## src/hw/rtl/daltc_pkg.sv

```systemverilog
`default_nettype none

package daltc_pkg;

    localparam int LEVEL_W = 10;
    localparam int AZ_W    = 12;
    localparam int LIM_W   = 11;
    localparam int ELEV_W  = 8;
    localparam int CMD_W   = 2;
    localparam int CFG_ADDR_W = 3;
    localparam int CFG_DATA_W = 11;
    localparam int IN_DATA_W  = 56;
    localparam int OUT_DATA_W = 16;

    typedef logic [1:0] cmp_t;
    localparam cmp_t CMP_EQUAL   = 2'd0;
    localparam cmp_t CMP_BIGGER  = 2'd1;
    localparam cmp_t CMP_SMALLER = 2'd2;

    typedef logic [CMD_W-1:0] cmd_t;
    localparam cmd_t CMD_HOLD  = 2'd0;
    localparam cmd_t CMD_STOP  = 2'd1;
    localparam cmd_t CMD_LEFT  = 2'd2;
    localparam cmd_t CMD_RIGHT = 2'd3;

    typedef logic [CFG_ADDR_W-1:0] cfg_addr_t;
    localparam cfg_addr_t REG_START_THRESHOLD  = 3'd0;
    localparam cfg_addr_t REG_STOP_THRESHOLD   = 3'd1;
    localparam cfg_addr_t REG_AZIMUTH_LIMIT    = 3'd2;
    localparam cfg_addr_t REG_ELEVATION_TOP    = 3'd3;
    localparam cfg_addr_t REG_ELEVATION_BOTTOM = 3'd4;
    localparam cfg_addr_t REG_LIMIT_ENABLE     = 3'd5;

    localparam logic [LEVEL_W-1:0] START_THRESHOLD_RST  = 10'd20;
    localparam logic [LEVEL_W-1:0] STOP_THRESHOLD_RST   = 10'd5;
    localparam logic [LIM_W-1:0]   AZIMUTH_LIMIT_RST    = 11'd1024;
    localparam logic [ELEV_W-1:0]  ELEVATION_TOP_RST    = 8'd180;
    localparam logic [ELEV_W-1:0]  ELEVATION_BOTTOM_RST = 8'd0;

    typedef struct packed {
        logic [LEVEL_W-1:0] start_threshold;
        logic [LEVEL_W-1:0] stop_threshold;
        logic [LIM_W-1:0]   azimuth_limit;
        logic [ELEV_W-1:0]  elevation_top;
        logic [ELEV_W-1:0]  elevation_bottom;
        logic               limit_enable;
    } cfg_t;

    typedef struct packed {
        logic              tracking_horizontal;
        logic              tracking_vertical;
        logic              unwinding;
        logic [ELEV_W-1:0] elevation_pos;
    } state_t;

    typedef struct packed {
        logic [LEVEL_W-1:0]     left_level;
        logic [LEVEL_W-1:0]     right_level;
        logic [LEVEL_W-1:0]     up_level;
        logic [LEVEL_W-1:0]     down_level;
        logic signed [AZ_W-1:0] azimuth_pos;
    } sample_t;

    typedef struct packed {
        cmd_t              azimuth_command;
        logic [ELEV_W-1:0] elevation_out;
        logic              elevation_moved;
    } result_t;

endpackage

`default_nettype wire

```

## src/hw/rtl/dual_axis_light_tracker_control.sv

```systemverilog
`default_nettype none

// Dual-axis light tracker controller.
// Input stream (s_*): one transfer per sample of four light sensors plus the
// current azimuth position. Output stream (m_*): one transfer per sample with
// the azimuth motor command, the new elevation and an elevation-moved flag.
// Configuration: cfg_wr_en/cfg_addr/cfg_wdata write one register per cycle;
// write only while no sample is in flight.
// A result passes the input register, then the result register, before it
// is offered. Throughput: one sample per cycle while the output is not stalled; the
// tracking state feeds back through the step logic into the state register.
// s_tready stays high while the input register is empty or can move on, so a
// new sample is taken even while a result waits on m_tready. When the output
// stalls, the result and one queued sample hold, and s_tready drops.
// Reset clears all tracking flags, puts elevation at the reset value of the
// bottom limit and loads the register defaults; a later bottom-limit write
// does not move the elevation.
module dual_axis_light_tracker_control
    import daltc_pkg::*;
(
    input  wire logic                  clk,
    input  wire logic                  rst_n,
    input  wire logic                  s_tvalid,
    output logic                       s_tready,
    // left_level[9:0], right_level[19:10], up_level[29:20], down_level[39:30],
    // azimuth_pos[51:40], zero pad
    input  wire logic [IN_DATA_W-1:0]  s_tdata,
    output logic                       m_tvalid,
    input  wire logic                  m_tready,
    // azimuth_command[1:0], elevation_out[9:2], elevation_moved[10], zero pad
    output logic [OUT_DATA_W-1:0]      m_tdata,
    input  wire logic                  cfg_wr_en,
    input  wire logic [CFG_ADDR_W-1:0] cfg_addr,
    input  wire logic [CFG_DATA_W-1:0] cfg_wdata
);

    cfg_t    cfg;
    sample_t sample_reg;
    logic    in_valid_reg;
    state_t  state_reg;
    state_t  state_next;
    result_t result_next;
    result_t result_reg;
    logic    out_valid_reg;
    logic    advance;

    daltc_cfg_regs u_cfg_regs (
        .clk      (clk),
        .rst_n    (rst_n),
        .cfg_wr_en(cfg_wr_en),
        .cfg_addr (cfg_addr),
        .cfg_wdata(cfg_wdata),
        .cfg      (cfg)
    );

    daltc_step u_step (
        .cfg       (cfg),
        .state     (state_reg),
        .sample    (sample_reg),
        .state_next(state_next),
        .result    (result_next)
    );

    assign advance  = in_valid_reg && (!out_valid_reg || m_tready);
    assign s_tready = !in_valid_reg || advance;

    always_ff @(posedge clk or negedge rst_n)
    begin
        if (!rst_n)
        begin
            in_valid_reg  <= 1'b0;
            out_valid_reg <= 1'b0;
            state_reg.tracking_horizontal <= 1'b0;
            state_reg.tracking_vertical   <= 1'b0;
            state_reg.unwinding           <= 1'b0;
            state_reg.elevation_pos       <= ELEVATION_BOTTOM_RST;
        end
        else
        begin
            if (s_tready)
                in_valid_reg <= s_tvalid;
            if (advance)
            begin
                state_reg     <= state_next;
                out_valid_reg <= 1'b1;
            end
            else if (m_tready)
            begin
                out_valid_reg <= 1'b0;
            end
        end
    end

    always_ff @(posedge clk)
    begin
        if (s_tready && s_tvalid)
        begin
            sample_reg.left_level  <= s_tdata[9:0];
            sample_reg.right_level <= s_tdata[19:10];
            sample_reg.up_level    <= s_tdata[29:20];
            sample_reg.down_level  <= s_tdata[39:30];
            sample_reg.azimuth_pos <= s_tdata[51:40];
        end
        if (advance)
            result_reg <= result_next;
    end

    assign m_tvalid = out_valid_reg;
    assign m_tdata  = {5'b0, result_reg.elevation_moved, result_reg.elevation_out,
                       result_reg.azimuth_command};

endmodule

`default_nettype wire

```

## src/hw/rtl/daltc_pair_cmp.sv

```systemverilog
`default_nettype none

// Hysteresis pair compare: equal when |a-b| <= band, else bigger or smaller.
module daltc_pair_cmp
    import daltc_pkg::*;
(
    input  wire logic [LEVEL_W-1:0] a,
    input  wire logic [LEVEL_W-1:0] b,
    input  wire logic [LEVEL_W-1:0] band,
    output cmp_t                    result
);

    logic [LEVEL_W:0]   diff;
    logic [LEVEL_W-1:0] diff_mag;

    always_comb
    begin
        diff     = {1'b0, a} - {1'b0, b};
        diff_mag = diff[LEVEL_W] ? LEVEL_W'(~diff + 1'b1) : diff[LEVEL_W-1:0];
        if (diff_mag <= band)
            result = CMP_EQUAL;
        else if (a > b)
            result = CMP_BIGGER;
        else
            result = CMP_SMALLER;
    end

endmodule

`default_nettype wire

```

## src/hw/rtl/daltc_step.sv

```systemverilog
`default_nettype none

// One tracking step: next state and result from the current state and a sample.
module daltc_step
    import daltc_pkg::*;
(
    input  wire cfg_t    cfg,
    input  wire state_t  state,
    input  wire sample_t sample,
    output state_t       state_next,
    output result_t      result
);

    cmp_t lr_start;
    cmp_t lr_stop;
    cmp_t ud_start;
    cmp_t ud_stop;

    daltc_pair_cmp u_lr_start (
        .a(sample.left_level), .b(sample.right_level),
        .band(cfg.start_threshold), .result(lr_start)
    );
    daltc_pair_cmp u_lr_stop (
        .a(sample.left_level), .b(sample.right_level),
        .band(cfg.stop_threshold), .result(lr_stop)
    );
    daltc_pair_cmp u_ud_start (
        .a(sample.up_level), .b(sample.down_level),
        .band(cfg.start_threshold), .result(ud_start)
    );
    daltc_pair_cmp u_ud_stop (
        .a(sample.up_level), .b(sample.down_level),
        .band(cfg.stop_threshold), .result(ud_stop)
    );

    logic               run_h;
    logic               run_v;
    logic               zenith;
    logic               unwind_act;
    logic [AZ_W-1:0]    az_mag;
    logic signed [AZ_W:0] az_plus;
    logic signed [AZ_W:0] az_minus;
    logic [AZ_W:0]      plus_mag;
    logic [AZ_W:0]      minus_mag;
    cmd_t               cmd;

    always_comb
    begin
        az_mag    = sample.azimuth_pos[AZ_W-1] ? AZ_W'(~sample.azimuth_pos + 1'b1)
                                               : sample.azimuth_pos;
        az_plus   = {sample.azimuth_pos[AZ_W-1], sample.azimuth_pos}
                  + $signed({2'b00, cfg.azimuth_limit});
        az_minus  = {sample.azimuth_pos[AZ_W-1], sample.azimuth_pos}
                  - $signed({2'b00, cfg.azimuth_limit});
        plus_mag  = az_plus[AZ_W] ? (AZ_W+1)'(-az_plus) : az_plus;
        minus_mag = az_minus[AZ_W] ? (AZ_W+1)'(-az_minus) : az_minus;

        state_next = state;
        cmd        = CMD_HOLD;

        // horizontal tracking
        run_h  = (state.tracking_horizontal || (lr_start != CMP_EQUAL)) && !state.unwinding;
        // at the top with only vertical tracking: swing azimuth toward the nearer limit
        zenith = !run_h && state.tracking_vertical && !state.tracking_horizontal
              && (state.elevation_pos == cfg.elevation_top);
        if (run_h)
        begin
            state_next.tracking_horizontal = (lr_stop != CMP_EQUAL);
            case (lr_stop)
                CMP_EQUAL:  cmd = CMD_STOP;
                CMP_BIGGER: cmd = CMD_LEFT;
                default:    cmd = CMD_RIGHT;
            endcase
        end
        else if (zenith)
        begin
            cmd = (plus_mag < minus_mag) ? CMD_LEFT : CMD_RIGHT;
        end

        // azimuth limit unwind
        unwind_act = (state.unwinding || (az_mag > {1'b0, cfg.azimuth_limit}))
                  && cfg.limit_enable;
        if (unwind_act)
        begin
            if (!state.unwinding)
            begin
                state_next.unwinding = 1'b1;
                cmd = (sample.azimuth_pos > 0) ? CMD_RIGHT : CMD_LEFT;
            end
            if (lr_stop == CMP_EQUAL)
            begin
                state_next.unwinding = 1'b0;
                cmd = CMD_STOP;
            end
        end

        // vertical tracking
        run_v = state.tracking_vertical || (ud_start != CMP_EQUAL);
        if (run_v)
        begin
            state_next.tracking_vertical = (ud_stop != CMP_EQUAL);
            case (ud_stop)
                CMP_BIGGER:
                begin
                    if (state.elevation_pos < cfg.elevation_top)
                        state_next.elevation_pos = state.elevation_pos + 1'b1;
                end
                CMP_SMALLER:
                begin
                    if (state.elevation_pos > cfg.elevation_bottom)
                        state_next.elevation_pos = state.elevation_pos - 1'b1;
                end
                default: ;
            endcase
        end

        result.azimuth_command = cmd;
        result.elevation_out   = state_next.elevation_pos;
        result.elevation_moved = (state_next.elevation_pos != state.elevation_pos);
    end

endmodule

`default_nettype wire

```

## src/hw/rtl/daltc_cfg_regs.sv

```systemverilog
`default_nettype none

// Configuration register file, write only.
module daltc_cfg_regs
    import daltc_pkg::*;
(
    input  wire logic                  clk,
    input  wire logic                  rst_n,
    input  wire logic                  cfg_wr_en,
    input  wire logic [CFG_ADDR_W-1:0] cfg_addr,
    input  wire logic [CFG_DATA_W-1:0] cfg_wdata,
    output cfg_t                       cfg
);

    cfg_t cfg_reg;
    cfg_t cfg_next;

    always_comb
    begin
        cfg_next = cfg_reg;
        if (cfg_wr_en)
        begin
            case (cfg_addr)
                REG_START_THRESHOLD:  cfg_next.start_threshold  = cfg_wdata[LEVEL_W-1:0];
                REG_STOP_THRESHOLD:   cfg_next.stop_threshold   = cfg_wdata[LEVEL_W-1:0];
                REG_AZIMUTH_LIMIT:    cfg_next.azimuth_limit    = cfg_wdata[LIM_W-1:0];
                REG_ELEVATION_TOP:    cfg_next.elevation_top    = cfg_wdata[ELEV_W-1:0];
                REG_ELEVATION_BOTTOM: cfg_next.elevation_bottom = cfg_wdata[ELEV_W-1:0];
                REG_LIMIT_ENABLE:     cfg_next.limit_enable     = cfg_wdata[0];
                default: ;
            endcase
        end
    end

    always_ff @(posedge clk or negedge rst_n)
    begin
        if (!rst_n)
        begin
            cfg_reg.start_threshold  <= START_THRESHOLD_RST;
            cfg_reg.stop_threshold   <= STOP_THRESHOLD_RST;
            cfg_reg.azimuth_limit    <= AZIMUTH_LIMIT_RST;
            cfg_reg.elevation_top    <= ELEVATION_TOP_RST;
            cfg_reg.elevation_bottom <= ELEVATION_BOTTOM_RST;
            cfg_reg.limit_enable     <= 1'b1;
        end
        else
        begin
            cfg_reg <= cfg_next;
        end
    end

    assign cfg = cfg_reg;

endmodule

`default_nettype wire

```

## config.mk

```make
export PLATFORM = sky130hd
export DESIGN_NAME = dual_axis_light_tracker_control
export DESIGN_NICKNAME = d
export VERILOG_FILES = /design/src/hw/rtl/daltc_pkg.sv /design/src/hw/rtl/dual_axis_light_tracker_control.sv /design/src/hw/rtl/daltc_pair_cmp.sv /design/src/hw/rtl/daltc_step.sv /design/src/hw/rtl/daltc_cfg_regs.sv
export SDC_FILE = /design/constraint.sdc
export NUM_CORES = 1
export LEC_CHECK = 0
export ABC_CLOCK_PERIOD_IN_PS = 13000
export BUFFER_PORTS_ARGS = -buffer_cell sky130_fd_sc_hd__buf_4
export CORE_UTILIZATION = 60
export CTS_CLUSTER_SIZE = 28
export DETAILED_ROUTE_END_ITERATION = 12
export GPL_TIMING_DRIVEN = 0
export HOLD_SLACK_MARGIN = 0.03
export PLACE_DENSITY = 0.81
export SYNTH_ARGS = -nofsm -noshare
export SYNTH_HDL_FRONTEND = slang
export SYNTH_SLANG_ARGS = --single-unit
```

## constraint.sdc

```tcl
create_clock -name clk -period 13 [get_ports clk]
set_clock_uncertainty 0.05 [all_clocks]
set_input_delay 1.95 -clock clk [delete_from_list [all_inputs] [get_ports clk]]
set_output_delay 1.95 -clock clk [all_outputs]
set_load 0.005 [all_outputs]
```

==> run summary <==
grt total ovfl - 0
switch share - 0.379
largest net degree at the start of global routing - 62
Detailed Place HPWL - 16.7 mm
total CTS buffers - 17
layout cell share with drive strength beyond 1 - 0.136
Seq pwr share - 0.285
HP Class - reg2reg
Post-Synthesis Cell Area - 9610 sq um
I/O pin count - 93
unrepaired setup endpoints after global routing - no
first-pass GRT wire length - 35.8 mm
PwrDens - 169 nW/um^2
nets - 1,325
Post-CTS Hold Buffers - 0
fill count - 1,184
Avg Inst Size Synth - 9.50 sq um
Seq/Total Area, Yosys - 0.357
die width - 129 um
Clk pwr share - 0.245
startpoint types - flip-flop
die area - 16,500 sq um
clk sink count - 124
P_int - 1.17 mW
CP required - 13.11 ns
Rel. slew slack - 0.183
power share of the combinational group - 0.471
vias in the first global route - 7,692
total number of vias - 7,810
Worst-path clk slew - 0.06 ns
reg2reg end - m_tdata[8]
Tmin final - 5.38 ns
post-route ant nets - 0
starting density of the core - 0.623
met1 Track Usage GR - 0.346
DRT Pass-1 Iters - 5
setup violators final - 0
crit path to - m_tdata[8]
Ys Warns - 0
ys async rst share - 0.492
R2R depth - 22
worst-skew pair later-pin latency - 0.42 ns
RD Place Congestion - 0.901
most frequent cells in the layout - ha_1, inv_1, buf_4, nand2_1, o21ai_0
Worst-Margin Slew - 1.22 ns
critical path peak fanout - 10
Synth Instances - 1,012
all-layer global routing usage - 0.279
R2R Setup Slk - 7.62 ns
Routed WL - 21.7 mm
Chip Height - 129 um
flip-flop count of the largest register after layout - 52
Post-synth EDFFs - 63
crit path kind - reg2reg
Worst setup EP type - flip-flop
GRT busiest layer - met2
num rows - 45
Psw - 0.710 mW
drt via density - 5.82
PortBufs - 82
drt drc - 0
post-cts resize count - 0
core area - 15,400 sq um
worst r2r src - sample_reg[22]
ys flop type - edfxtp_1
Inserted Diodes - 0
met3 usage - 0.0495
status - finished clean
CTS H-tree lvls - 4
area added between synthesis and finish - 15.6%
Tcrit/Tclk final - 0.414
Post-CTS Setup Bufs - 0
CTS tree - built
most common cell after layout, fill and taps aside - ha_1
count of pins over their slew limit - 0
Global Route met2 Usage - 0.488
CTS Root Cell - clkbuf_16
Seq cells post-synth - 124
Peak VDD IR - 137 uV
leakage power - 4.98 nW
Initial DRC Count - 431
post-DR wirelength/cell - 16.2 um
CP Data Arrival Time - 5.49 ns
Fin Setup TNS - 0 ns
fmax - 186 MHz
first element of the critical path - sample_reg[22]
Final Hold Fails - 0
total power - 1.88 mW
initial antenna violation count - 1
Cell variety after synth - 70
clock buffer depth - 2
max-cap violations - 0
## layer usage
metal	wire [um]	part of all wire
met5	0	0
met4	506	0.023
met3	1240	0.057
met2	10800	0.49
met1	9250	0.43
## power by group through the flow
stage	Sequential, mW	Clock, mW	Combinational (mW)
after floorplan	0.527	0	0.660
after detailed placement	0.541	0	0.863
after global routing	0.541	0.479	0.996
after global placement	0.538	0	0.831
final	0.534	0.459	0.883
after CTS	0.534	0.464	0.878
## metrics by stage
step / hold WS (ns) / utilization / worst slack (ns) / instances / cell area, sq um
2_1_floorplan: 0.407 / - / 8.51 / 1017 / 9630
3_3_place_gp: 0.418 / 0.681 / 7.81 / 1310 / 10500
3_5_place_dp: 0.434 / 0.682 / 7.73 / 1311 / 10500
4_1_cts: 0.438 / 0.720 / 7.66 / 1343 / 11100
5_1_grt: 0.476 / 0.720 / 7.21 / 1343 / 11100
6_report: 0.428 / 0.720 / 7.62 / 1343 / 11100
## cells by family (layout without fill, tap and decap cells)
family	Yosys count	in the layout	synth area share
and+or+nand+nor	283	283	0.150
AOI/OAI and AO/OA	236	236	0.163
adders and majority gates	131	131	0.174
buffers and inverters	130	245	0.0536
DFF	124	124	0.357
xor gates and xnor gates	83	83	0.0757
muxes	24	24	0.0270
other	1	6	0.000390
## cells in the mapped netlist (all sizes together), types with 7 or more instances
| cell | number | share of area |
|---|---|---|
| nor3b | 7 | 0.0055 |
| a31oi | 7 | 0.0046 |
| o21bai | 8 | 0.0066 |
| nand2b | 15 | 0.0098 |
| a21oi | 43 | 0.023 |
| and3 | 15 | 0.0098 |
| nor4 | 7 | 0.0046 |
| ha | 127 | 0.17 |
| and2 | 8 | 0.0052 |
| nor3 | 17 | 0.0089 |
| inv | 100 | 0.039 |
| a211oi | 13 | 0.011 |
| o21ai | 71 | 0.037 |
| dfrtp | 51 | 0.13 |
| o211ai | 11 | 0.0086 |
| dfstp | 10 | 0.027 |
| mux2 | 15 | 0.018 |
| nand2 | 75 | 0.029 |
| clkbuf | 21 | 0.0082 |
| mux2i | 9 | 0.0094 |
| buf | 8 | 0.0060 |
| nand4 | 13 | 0.0085 |
| nor2 | 51 | 0.020 |
| a21o | 23 | 0.018 |
| xor2 | 22 | 0.020 |
| or3 | 8 | 0.0052 |
| nand3 | 34 | 0.018 |
| nor2b | 18 | 0.012 |
| o31ai | 9 | 0.0085 |
| o21a | 14 | 0.011 |
| edfxtp | 63 | 0.20 |
| xnor2 | 61 | 0.056 |
## worst max-delay path: stages, from the launching register on
cell	delay, ns
edfxtp_1	0.35
inv_1	0.06
ha_1	0.16
inv_1	0.06
fa_1	0.40
a21o_1	0.19
a21oi_1	0.23
o211ai_1	0.18
a21o_1	0.21
a21oi_1	0.26
o21a_1	0.32
o21ai_0	0.17
xnor2_1	0.18
ha_1	0.31
nand3_1	0.10
nor3_1	0.32
a21oi_1	0.14
o21a_1	0.12
a31oi_1	0.36
and2_1	0.29
buf_1	0.39
nand2_1	0.13
xnor2_1	0.15
## final cells by class
type                       count  area, sq um  area share
inverter                     101          379      0.0341
multi-input combinational    763         5680       0.512
timing repair buffer          83          636      0.0572
clock buffer                  26          519      0.0468
sequential                   124         3430       0.309
buffer                        29          136      0.0123
tap                          211          264      0.0238
clock inverter                 6         58.8     0.00529
## worst min-delay path by stage
| stage | from | endpoint | cells after the start | slack (ns) |
|---|---|---|---|---|
| after floorplan | in_valid_reg | m_tvalid | 1 | 0.41 |
| after global placement | in_valid_reg | m_tvalid | 1 | 0.42 |
| after detailed placement | in_valid_reg | m_tvalid | 1 | 0.43 |
| after CTS | in_valid_reg | m_tvalid | 1 | 0.44 |
| after global routing | in_valid_reg | m_tvalid | 1 | 0.48 |
| final | in_valid_reg | m_tvalid | 1 | 0.43 |
(Power assumes the default switching activity.)
